<file path="src/sha256_pkg.sv">
package sha256_pkg;

   localparam int unsigned BlockBytes = 64;
   localparam int unsigned LenOffset  = 56;

   typedef logic [31:0] word_type;

   localparam word_type InitialHash [8] = '{
      32'h6a09e667, 32'hbb67ae85, 32'h3c6ef372, 32'ha54ff53a,
      32'h510e527f, 32'h9b05688c, 32'h1f83d9ab, 32'h5be0cd19
   };

   localparam word_type RoundConst [64] = '{
      32'h428a2f98, 32'h71374491, 32'hb5c0fbcf, 32'he9b5dba5,
      32'h3956c25b, 32'h59f111f1, 32'h923f82a4, 32'hab1c5ed5,
      32'hd807aa98, 32'h12835b01, 32'h243185be, 32'h550c7dc3,
      32'h72be5d74, 32'h80deb1fe, 32'h9bdc06a7, 32'hc19bf174,
      32'he49b69c1, 32'hefbe4786, 32'h0fc19dc6, 32'h240ca1cc,
      32'h2de92c6f, 32'h4a7484aa, 32'h5cb0a9dc, 32'h76f988da,
      32'h983e5152, 32'ha831c66d, 32'hb00327c8, 32'hbf597fc7,
      32'hc6e00bf3, 32'hd5a79147, 32'h06ca6351, 32'h14292967,
      32'h27b70a85, 32'h2e1b2138, 32'h4d2c6dfc, 32'h53380d13,
      32'h650a7354, 32'h766a0abb, 32'h81c2c92e, 32'h92722c85,
      32'ha2bfe8a1, 32'ha81a664b, 32'hc24b8b70, 32'hc76c51a3,
      32'hd192e819, 32'hd6990624, 32'hf40e3585, 32'h106aa070,
      32'h19a4c116, 32'h1e376c08, 32'h2748774c, 32'h34b0bcb5,
      32'h391c0cb3, 32'h4ed8aa4a, 32'h5b9cca4f, 32'h682e6ff3,
      32'h748f82ee, 32'h78a5636f, 32'h84c87814, 32'h8cc70208,
      32'h90befffa, 32'ha4506ceb, 32'hbef9a3f7, 32'hc67178f2
   };

   localparam logic [7:0] PadByte = 8'h80;

   // byte source select for the block buffer write
   typedef enum logic [1:0] {
      SRC_INPUT = 2'd0,
      SRC_PAD   = 2'd1,
      SRC_ZERO  = 2'd2,
      SRC_LEN   = 2'd3
   } byte_src_type;

   // controller to datapath
   typedef struct packed {
      logic         put;          // write one byte into the buffer
      byte_src_type src;
      logic         count_len;    // add eight to the bit length
      logic         latch_len;    // freeze length for the trailer
      logic         comp_start;   // load working vars, start rounds
      logic         comp_step;    // one round
      logic         comp_fold;    // add working vars into chaining value
      logic         out_load;     // latch digest into output shift
      logic         out_shift;    // next digest word
      logic         restart;      // back to initial hash, zero length
      logic         restart_fill; // clear the block full flag
   } dp_cmd_type;

   // datapath to controller
   typedef struct packed {
      logic [5:0] fill;
      logic       block_full; // fill wrapped on the last put
      logic       last_round;
      logic [2:0] len_pos;    // trailer byte position (fill - 56)
   } dp_status_type;

   function automatic word_type rotr(word_type x, int unsigned r);
      return (x >> r) | (x << (32 - r));
   endfunction

endpackage

</file>
<file path="src/sha256_datapath.sv">
module sha256_datapath (
   input  logic                      clock,
   input  logic                      reset,
   input  sha256_pkg::dp_cmd_type    cmd,
   input  logic [7:0]                in_byte,
   output sha256_pkg::dp_status_type status,
   output sha256_pkg::word_type      out_word
);

   // block buffer held as sixteen big-endian words
   sha256_pkg::word_type buf_ff [16];
   logic [5:0]           fill_ff, fill_in;
   logic                 full_ff, full_in;
   logic [63:0]          len_ff, len_in;
   logic [63:0]          tlen_ff;
   sha256_pkg::word_type cv_ff [8];
   sha256_pkg::word_type v_ff [8];
   sha256_pkg::word_type w_ff [16];
   logic [5:0]           round_ff, round_in;
   sha256_pkg::word_type dig_ff [8];
   logic [7:0]           wbyte;
   sha256_pkg::word_type t1, t2, s0, s1, wnew, wcur;

   always_comb begin
      unique case (cmd.src)
         sha256_pkg::SRC_INPUT: wbyte = in_byte;
         sha256_pkg::SRC_PAD:   wbyte = sha256_pkg::PadByte;
         sha256_pkg::SRC_ZERO:  wbyte = 8'h00;
         sha256_pkg::SRC_LEN:   wbyte = tlen_ff[{~status.len_pos, 3'b000} +: 8];
         default:               wbyte = 8'h00;
      endcase
   end

   always_comb begin
      fill_in = fill_ff;
      full_in = full_ff;
      len_in  = len_ff;
      if (cmd.put) begin
         fill_in = fill_ff + 6'd1;
         full_in = (fill_ff == 6'd63);
      end
      if (cmd.count_len) len_in = len_ff + 64'd8;
      if (cmd.restart_fill) full_in = 1'b0;
      if (cmd.restart) begin
         fill_in = '0;
         full_in = 1'b0;
         len_in  = '0;
      end
   end

   // message schedule as a sliding window of sixteen words
   // taps: w[t-16]=w_ff[15], w[t-15]=w_ff[14], w[t-7]=w_ff[6], w[t-2]=w_ff[1]
   assign wcur = (round_ff < 6'd16) ? buf_ff[round_ff[3:0]] : wnew;
   assign s0 = sha256_pkg::rotr(w_ff[14], 7) ^ sha256_pkg::rotr(w_ff[14], 18)
               ^ (w_ff[14] >> 3);
   assign s1 = sha256_pkg::rotr(w_ff[1], 17) ^ sha256_pkg::rotr(w_ff[1], 19)
               ^ (w_ff[1] >> 10);
   assign wnew = w_ff[15] + s0 + w_ff[6] + s1;

   always_comb begin
      t1 = v_ff[7] + (sha256_pkg::rotr(v_ff[4], 6) ^ sha256_pkg::rotr(v_ff[4], 11)
           ^ sha256_pkg::rotr(v_ff[4], 25)) + ((v_ff[4] & v_ff[5]) ^ (~v_ff[4] & v_ff[6]))
           + sha256_pkg::RoundConst[round_ff] + wcur;
      t2 = (sha256_pkg::rotr(v_ff[0], 2) ^ sha256_pkg::rotr(v_ff[0], 13)
           ^ sha256_pkg::rotr(v_ff[0], 22))
           + ((v_ff[0] & v_ff[1]) ^ (v_ff[0] & v_ff[2]) ^ (v_ff[1] & v_ff[2]));
   end

   assign round_in = cmd.comp_start ? 6'd0 : (cmd.comp_step ? round_ff + 6'd1 : round_ff);

   always_ff @(posedge clock) begin
      if (reset) begin
         fill_ff  <= '0;
         full_ff  <= 1'b0;
         len_ff   <= '0;
         round_ff <= '0;
         for (int i = 0; i < 8; i++) cv_ff[i] <= sha256_pkg::InitialHash[i];
      end else begin
         fill_ff  <= fill_in;
         full_ff  <= full_in;
         len_ff   <= len_in;
         round_ff <= round_in;
         if (cmd.comp_fold) begin
            for (int i = 0; i < 8; i++) cv_ff[i] <= cv_ff[i] + v_ff[i];
         end else if (cmd.restart) begin
            for (int i = 0; i < 8; i++) cv_ff[i] <= sha256_pkg::InitialHash[i];
         end
      end
   end

   always_ff @(posedge clock) begin
      if (cmd.put) buf_ff[fill_ff[5:2]][{~fill_ff[1:0], 3'b000} +: 8] <= wbyte;
      if (cmd.latch_len) tlen_ff <= len_ff;
      if (cmd.comp_start) begin
         for (int i = 0; i < 8; i++) v_ff[i] <= cv_ff[i];
      end else if (cmd.comp_step) begin
         v_ff[7] <= v_ff[6];
         v_ff[6] <= v_ff[5];
         v_ff[5] <= v_ff[4];
         v_ff[4] <= v_ff[3] + t1;
         v_ff[3] <= v_ff[2];
         v_ff[2] <= v_ff[1];
         v_ff[1] <= v_ff[0];
         v_ff[0] <= t1 + t2;
         // w_ff[0] newest; w_ff[15] is w[t-16] after slide
         for (int i = 15; i > 0; i--) w_ff[i] <= w_ff[i - 1];
         w_ff[0] <= wcur;
      end
      if (cmd.out_load) begin
         for (int i = 0; i < 8; i++) dig_ff[i] <= cv_ff[i];
      end else if (cmd.out_shift) begin
         for (int i = 0; i < 7; i++) dig_ff[i] <= dig_ff[i + 1];
      end
   end

   assign status.fill       = fill_ff;
   assign status.block_full = full_ff;
   assign status.last_round = (round_ff == 6'd63);
   assign status.len_pos    = fill_ff[2:0];
   assign out_word          = dig_ff[0];

endmodule

</file>
<file path="src/sha256_control.sv">
module sha256_control (
   input  logic                      clock,
   input  logic                      reset,
   input  logic                      req_tvalid,
   output logic                      req_tready,
   input  logic [1:0]                req_tuser,
   input  logic                      rsp_tready,
   output logic                      rsp_tvalid,
   output logic [2:0]                word_idx,
   input  sha256_pkg::dp_status_type status,
   output sha256_pkg::dp_cmd_type    cmd
);

   typedef enum logic [5:0] {
      ST_IDLE  = 6'b000001,
      ST_COMP  = 6'b000010,
      ST_FOLD  = 6'b000100,
      ST_PAD   = 6'b001000,
      ST_OUT   = 6'b010000,
      ST_LOAD  = 6'b100000
   } state_type;

   state_type  state_ff, state_in;
   logic       closing_ff, closing_in;
   logic [2:0] idx_ff, idx_in;
   logic       acc;
   // padding and trailer tracking
   logic       padding_ff, padding_in, trailer_ff, trailer_in;
   logic       in_len_ff, in_len_in;

   assign req_tready = (state_ff == ST_IDLE) && !status.block_full;
   assign acc        = req_tvalid && req_tready;
   assign rsp_tvalid = (state_ff == ST_OUT);
   assign word_idx   = idx_ff;

   always_comb begin
      state_in   = state_ff;
      closing_in = closing_ff;
      idx_in     = idx_ff;
      cmd        = '0;
      cmd.src    = sha256_pkg::SRC_INPUT;
      unique case (state_ff)
         ST_IDLE: begin
            if (status.block_full) begin
               cmd.comp_start = 1'b1;
               state_in = ST_COMP;
            end else if (acc) begin
               cmd.put       = req_tuser[0];
               cmd.count_len = req_tuser[0];
               if (req_tuser[1]) begin
                  closing_in = 1'b1;
                  state_in   = ST_PAD;
               end
            end
         end
         ST_PAD: begin
            // latch the length once all input bytes are counted
            cmd.latch_len = closing_ff;
            if (status.block_full) begin
               cmd.comp_start = 1'b1;
               state_in = ST_COMP;
            end else begin
               cmd.put    = 1'b1;
               closing_in = 1'b0;
               if (closing_ff) cmd.src = sha256_pkg::SRC_PAD;
               else if (in_len_ff || status.fill == 6'(sha256_pkg::LenOffset))
                  cmd.src = sha256_pkg::SRC_LEN;
               else cmd.src = sha256_pkg::SRC_ZERO;
            end
         end
         ST_COMP: begin
            cmd.comp_step = 1'b1;
            if (status.last_round) state_in = ST_FOLD;
         end
         ST_FOLD: begin
            cmd.comp_fold = 1'b1;
            cmd.restart   = 1'b0;
            state_in      = ST_LOAD;
         end
         ST_LOAD: begin
            // a trailer block ends with fill wrapped and length latched
            if (padding_ff) begin
               if (trailer_ff) begin
                  cmd.out_load = 1'b1;
                  idx_in = '0;
                  state_in = ST_OUT;
               end else state_in = ST_PAD;
            end else state_in = ST_IDLE;
            cmd.restart_fill = 1'b1;
         end
         ST_OUT: begin
            if (rsp_tready) begin
               cmd.out_shift = 1'b1;
               idx_in = idx_ff + 3'd1;
               if (idx_ff == 3'd7) begin
                  cmd.restart = 1'b1;
                  state_in = ST_IDLE;
               end
            end
         end
         default: state_in = ST_IDLE;
      endcase
   end

   always_comb begin
      padding_in = padding_ff;
      trailer_in = trailer_ff;
      in_len_in  = in_len_ff;
      if (state_ff == ST_IDLE && acc && req_tuser[1]) begin
         padding_in = 1'b1;
         trailer_in = 1'b0;
      end
      // length bytes run on once started, into the wrap
      if (state_ff == ST_PAD && cmd.put && cmd.src == sha256_pkg::SRC_LEN) begin
         in_len_in = 1'b1;
         if (status.fill == 6'd63) trailer_in = 1'b1;
      end
      if (cmd.restart) begin
         padding_in = 1'b0;
         trailer_in = 1'b0;
         in_len_in  = 1'b0;
      end
   end

   always_ff @(posedge clock) begin
      if (reset) begin
         state_ff   <= ST_IDLE;
         closing_ff <= 1'b0;
         idx_ff     <= '0;
         padding_ff <= 1'b0;
         trailer_ff <= 1'b0;
         in_len_ff  <= 1'b0;
      end else begin
         state_ff   <= state_in;
         closing_ff <= closing_in;
         idx_ff     <= idx_in;
         padding_ff <= padding_in;
         trailer_ff <= trailer_in;
         in_len_ff  <= in_len_in;
      end
   end

endmodule

</file>
<file path="src/sha256_byte_stream_hasher.sv">
// SHA-256 over a byte stream. Each req transfer carries an optional byte
// (tuser[0]) and an end-of-message flag (tuser[1]); bytes fill a 64-byte
// block buffer and a full block runs 64 compression rounds, one per cycle,
// plus a start step, a fold step and a reload step, during which
// req_tready is low.
// On end of message the block pads (one byte per cycle, one or two
// compressions) and then gives eight rsp transfers, digest word 0 first,
// with the word index in tuser and tlast on word 7.
module sha256_byte_stream_hasher (
   input  logic        clock,
   input  logic        reset,
   input  logic        req_tvalid,
   output logic        req_tready,
   input  logic [7:0]  req_tdata,  // msg_byte
   input  logic [1:0]  req_tuser,  // byte_present, end_of_message
   output logic        rsp_tvalid,
   input  logic        rsp_tready,
   output logic [31:0] rsp_tdata,  // digest_word
   output logic [2:0]  rsp_tuser,  // word_index
   output logic        rsp_tlast   // last_word
);

   sha256_pkg::dp_cmd_type    cmd;
   sha256_pkg::dp_status_type status;

   sha256_control u_ctrl (
      .clock, .reset, .req_tvalid, .req_tready, .req_tuser,
      .rsp_tready, .rsp_tvalid, .word_idx(rsp_tuser), .status, .cmd
   );

   sha256_datapath u_dp (
      .clock, .reset, .cmd, .in_byte(req_tdata), .status, .out_word(rsp_tdata)
   );

   assign rsp_tlast = (rsp_tuser == 3'd7);

endmodule

</file>
<file path="config.mk">
export PLATFORM = sky130hd
export DESIGN_NAME = sha256_byte_stream_hasher
export DESIGN_NICKNAME = d
export VERILOG_FILES = /design/src/sha256_pkg.sv /design/src/sha256_datapath.sv /design/src/sha256_control.sv /design/src/sha256_byte_stream_hasher.sv
export SDC_FILE = /design/constraint.sdc
export NUM_CORES = 2
export LEC_CHECK = 0
export BUFFER_PORTS_ARGS = -buffer_cell sky130_fd_sc_hd__buf_2
export CELL_PAD_IN_SITES_DETAIL_PLACEMENT = 0
export CELL_PAD_IN_SITES_GLOBAL_PLACEMENT = 2
export CORE_MARGIN = 2
export CORE_UTILIZATION = 29
export DETAILED_ROUTE_END_ITERATION = 7
export GPL_TIMING_DRIVEN = 1
export PLACE_DENSITY_LB_ADDON = 0.15
export SLEW_MARGIN = 30
export SYNTH_ARGS = -nofsm -noshare
export SYNTH_HDL_FRONTEND = slang
export SYNTH_SLANG_ARGS = --single-unit
</file>
<file path="constraint.sdc">
create_clock -name clock -period 22.5 [get_ports clock]
set_input_delay 4.5 -clock clock [delete_from_list [all_inputs] [get_ports clock]]
set_output_delay 4.5 -clock clock [all_outputs]
set_load 0.1 [all_outputs]
</file>
* Word level (Yosys, flattened, before mapping)
Memory sizes are Yosys's and may differ from the RTL's. A register that Yosys moved wholly into a read port is not among the register bits. Index checks and enable logic that the tools add are counted.
Operators by class: reduce and logical (&&, ||, !) cells 18, add/sub/neg operators 23, muxes and demuxes 101, magnitude comparators 2, bitwise gates (word level) 61, equal/unequal tests 25, shift operators 3
Operator list (number):
- $mux 32 | 35
- $add 32x32->32 | 18
- $xor 32x32->32 | 9
- $and 32x32->32 | 5
- $add 64x4->64 const B | 1
- $shiftx 64x7->8 | 1
- $mux 6 | 8
- $mux 1 | 43
- $pmux 6 s6 | 1
- $not 32->32 | 1
- $or 10x32->32 | 1
- $or 13x32->32 | 1
- $or 14x32->32 | 1
- $or 15x32->32 | 1
- $or 19x32->32 | 1
- $or 21x32->32 | 1
- $or 25x32->32 | 1
- $or 26x32->32 | 1
- $or 30x32->32 | 1
- $or 7x32->32 | 1
- $pmux 8 s4 | 1
- $shift 8x7->32 const A | 1
- $shiftx 8x7->32 | 1
- $xor 32x22->32 | 1
- other kinds (39) | 97
Storage, ports and cells: logic and storage cells 250, memory bits (read-only) 2048, bits in registers 154, memories kept 6, bits of input ports 14, RAM bits 1792, output and inout bits 38
Memory list:
- (name not given) | words 64, width 32, read ports 1, clocked after Yosys merged registers in 0, write ports 0, RTL line sha256_datapath.sv:63 | + sha256_pkg::RoundConst[round_ff] + wcur;
- u_dp.buf_ff | words 16, width 32, read ports 1, clocked after Yosys merged registers in 1, write ports 1, RTL line sha256_datapath.sv:11 | sha256_pkg::word_type buf_ff [16];
- u_dp.w_ff | words 16, width 32, read ports 16, clocked after Yosys merged registers in 0, write ports 16, RTL line sha256_datapath.sv:18 | sha256_pkg::word_type w_ff [16];
- u_dp.cv_ff | words 8, width 32, read ports 8, clocked after Yosys merged registers in 0, write ports 8, RTL line sha256_datapath.sv:16 | sha256_pkg::word_type cv_ff [8];
- u_dp.dig_ff | words 8, width 32, read ports 8, clocked after Yosys merged registers in 0, write ports 8, RTL line sha256_datapath.sv:20 | sha256_pkg::word_type dig_ff [8];
- u_dp.v_ff | words 8, width 32, read ports 8, clocked after Yosys merged registers in 0, write ports 8, RTL line sha256_datapath.sv:17 | sha256_pkg::word_type v_ff [8];

* Longest topological paths before layout
An unclocked memory read counts as a cell.
depth after elaboration 11, depth in mapped cells 43, gate-level depth less buffers 43

* By module
Synthesis repeated with hierarchy kept, for this count alone.
Unflattened totals: cells, all modules 7911, area, all modules 98917.4 µm²
Modules (own cells, without submodules):
- sha256_datapath | seq. area each 55923.6 µm², cells each 7811, instances 1, area an instance 98109.1 µm²
- sha256_control | seq. area each 260.2 µm², cells each 99, instances 1, area an instance 802.0 µm²
- sha256_byte_stream_hasher | seq. area each 0.0 µm², cells each 1, instances 1, area an instance 6.3 µm²

* Worst setup path before layout
Ideal clock, no wire load.
path kind flip-flop to flip-flop, start register u_ctrl.state_ff[3], end memory u_dp.w_ff[0][0] (netlist bit) (enable), path slack 6.122 ns, cell stages (with the launch flop) 7, library setup time 1.076 ns, required time 21.424 ns, buffers on the path 2, clock period less this slack 16.378 ns, data arrival time 15.302 ns, cells stage by stage dfxtp_1 or2_1 nor3_1 nand2_1 inv_1 clkbuf_1 clkbuf_1
RTL lines:
- start, declared | RTL line sha256_control.sv:23 | state_type state_ff, state_in;
- start signal, assigned | RTL line sha256_control.sv:134 | state_ff <= state_in;
- end, declared | RTL line sha256_datapath.sv:18

==> results.md <==
* CP Capture Point: u_dp.v_ff[0][30]
* Final TNS setup at 0 ns
* Req. time, crit path at 23.14 ns
* MaxCap Viol Count at 0
* Mapped Cells at 8,384
* Setup violators final at 0
* Core Region at 340,000 µm²
* Slowest cell on crit path: o21ai_0
* Most frequent cells in the layout: 1,725 x edfxtp_1, 1,692 x nand2_1, 451 x a21oi_1
* Vias in the first global route at 65,000
* Crit Reg-Reg Startpoint: u_dp.w_ff[1][211]
* Clock Path Buffers at 4
* Post-Place Setup Slack at 11.73 ns
* Setup Crit Path Kind: reg -> reg
* Async SR Flop Fraction at 0%
* Starting DRC count in detailed routing at 4,362
* Reg2reg setup slack at 11.74 ns
* # IOs at 52
* CTS root buffer: clkbuf_16
* Post-Layout Cell Count at 13,100
* DP Cell Count at 12,700
* PostCTS Resize Cnt at 0
* Critical Path Max Stage Delay at 0.64 ns
* Post-synthesis sequential area ratio at 56.6%
* Via density at 4.85
* Vert. Die Dim at 589 µm
* Syn-to-layout area delta at 13.4%
* H-tree depth at 4
* Status: finished clean
* Post-synth cell types at 98
* GRT overflow at 0
* Clk slew on worst S/H paths at 0.07 ns
* PD cells at 74.4 nW/µm²
* Die W at 589 µm
* Die Area at 347,000 µm²
* Initial Util at 29.2%
* Reg2reg end: u_dp.v_ff[0][30]
* Drt drc at 0
* DPL Wire Length at 233,000 µm
* Number of synthesized flops with an enable pin at 1,725
* Synth Flop Type: edfxtp_1
* Final wirelength at 325,000 µm
* Initial antenna violation count at 7
* Most common library cell in the layout ignoring fill and taps: edfxtp_1
* Nets at 9,017
* Syn_area_per_cell at 11.8 µm²
* GR Util All Layers at 18.5%
* Clk_skew at 0.0998 ns
* Clock latency on the worst-skew pair at 0.97 ns
* R2R cell count at 36
* FILL cells at 33,900
* Synth warnings at 0
* Share of cells above drive strength 1 at 9.61%
* Placer congestion estimate at 0.869
* Period utilisation layout at 47.8%
* Final ANT Viol Nets at 0
* CP Max Fanout at 5
* Setup crit start: u_dp.w_ff[1][211]
* CTS Buf Count at 234
* Leakage at 41.2 nW
* # Post-CTS Setup Buffers at 0
* Hold Crit Class: reg -> reg
* Least-Margin Pin Slew at 1.10 ns
* Data arrival time of the worst path at 11.40 ns
* Pins Over Slew Limit at 0
* Routed wire per std cell at 24.8 µm
* Worst Setup Slack, final at 11.74 ns
* CTS sink cnt at 1,944
* Final hold violation count at 0
* CP most frequent cell: fa_1
* Rel. slew slack at 26.5%
* Cell Area, Synth at 99,200 µm²
* Max VDD drop at 0.0000862 V
* Crit path time final at 10.76 ns
* Global-route wire length before repair at 472,000 µm
* Crit. End Element: flip-flop
* Port bufs at 51
* Hold depth at 0
* Largest net degree at the start of global routing at 139
* Post-Synthesis Net Count at 9,005
* CTS tree: built
* Yosys reg bits at 1,944
* DR vias at 63,700
* FP Rows at 214
* RSZ-0062 raised after global routing: false
* Top achievable clock speed at 0.0929 GHz
* Pre-antenna DRT Iters at 6
* Critical path startpoint category: flip-flop
* # hold bufs at CTS at 0
[power by group]
group	leakage, nW	switching (mW)	internal, mW	total (mW)
logic	19.9	0.378	0.188	0.566
clock network	3.75	1.62	2.25	3.87
registers	17.5	0.00766	3.93	3.94
total	41.2	2.01	6.36	8.37
[cell families (layout without fill, tap and decap cells)]
kind of cell,count (synthesis),after routing,synth area share (%)
xor gates and xnor gates,609,609,5.37
DFF,1944,1944,56.6
and+or+nand+nor,2740,2740,11.7
muxes,258,258,4.90
other,0,3,0
buffers and inverters,766,979,3.04
AOI/OAI and AO/OA,1442,1442,9.11
adders and majority gates,625,625,9.31
[registers in the layout, indices dropped and copies added (netlist names), 61 cells and up, named ones only]
register / count
u_dp.buf_ff: 512
u_dp.cv_ff: 256
u_dp.dig_ff: 256
u_dp.len_ff: 61
u_dp.tlen_ff: 61
u_dp.v_ff: 256
u_dp.w_ff: 512
[cell type report]
class / instances / area [µm²] / share of cell area, %
inverters: 379 / 1450 / 1.29
multi-input cells: 5674 / 40300 / 35.8
repair buffers: 163 / 1190 / 1.06
flip-flops and latches: 1944 / 56200 / 49.9
clock inverters: 136 / 1500 / 1.34
diodes: 3 / 7.51 / 0.00667
well taps: 4536 / 5680 / 5.04
clock buffers: 301 / 6270 / 5.57
[synthesized netlist by cell type, types with 18 or more instances]
library cell / instances / share of area (%)
edfxtp_1: 1725 / 52
nand2_1: 1699 / 6.4
nor2_1: 490 / 1.9
a21oi_1: 456 / 2.3
ha_1: 412 / 5.2
inv_1: 375 / 1.4
xnor2_1: 374 / 3.3
o21ai_0: 339 / 1.7
clkbuf_1: 279 / 1.1
xor2_1: 235 / 2.1
dfxtp_1: 219 / 4.4
a21o_1: 202 / 1.5
fa_1: 195 / 3.9
mux4_2: 181 / 4.1
nand3_1: 111 / 0.56
nor3_1: 85 / 0.43
nand2b_1: 73 / 0.46
mux2i_1: 64 / 0.65
buf_1: 62 / 0.23
o21a_1: 54 / 0.41
o21bai_1: 52 / 0.39
nor2b_1: 47 / 0.30
or3_1: 46 / 0.29
a211oi_1: 42 / 0.32
nand4_1: 42 / 0.26
and3_1: 36 / 0.23
o211ai_1: 36 / 0.27
a31oi_1: 35 / 0.22
buf_4: 32 / 0.24
and2_1: 29 / 0.18
o31ai_1: 26 / 0.20
o311ai_0: 21 / 0.19
maj3_1: 18 / 0.18
[critical path: cells and delay by family (launching register included)]
kind / cells / cell delay, ns
adders and majority gates: 9 / 3.89
xor gates and xnor gates: 4 / 0.95
and+or+nand+nor: 7 / 0.95
buffers and inverters: 3 / 0.14
DFF: 1 / 0.50
AOI/OAI and AO/OA: 13 / 4.00
[worst min path at each step]
stage / from / endpoint
6_report: u_dp.w_ff[1][10] / u_dp.w_ff[1][42]
5_1_grt: u_dp.w_ff[0][6] / u_dp.w_ff[0][38]
4_1_cts: u_dp.w_ff[1][74] / u_dp.w_ff[1][106]
3_5_place_dp: u_dp.w_ff[0][72] / u_dp.w_ff[0][104]
3_3_place_gp: u_dp.w_ff[1][64] / u_dp.w_ff[1][96]
2_1_floorplan: u_dp.w_ff[0][68] / u_dp.w_ff[0][100]
[per-layer routing]
layer	global-route usage [%]	routed length [µm]	vias to the layer above	share of wire [%]
li1	-	-	30000	-
met1	26.7	158000	32100	48
met2	29.5	148000	1158	46
met3	2.19	11200	362	3.5
met4	4.32	7890	6	2.4
met5	0	40	-	0.012
[through the flow]
step | util (%) | hold WS, ns | power (mW) | instance area (µm²)
after global routing | 33.1 | 0.399 | 8.70 | 113000
after CTS | 33.0 | 0.390 | 8.50 | 112000
after detailed placement | 30.7 | 0.405 | 4.58 | 105000
after floorplan | - | 0.400 | 4.38 | 99200
final | 33.1 | 0.391 | 8.37 | 113000
after global placement | 30.7 | 0.400 | 4.57 | 105000
No activity file was read; power rests on OpenSTA's default activity.
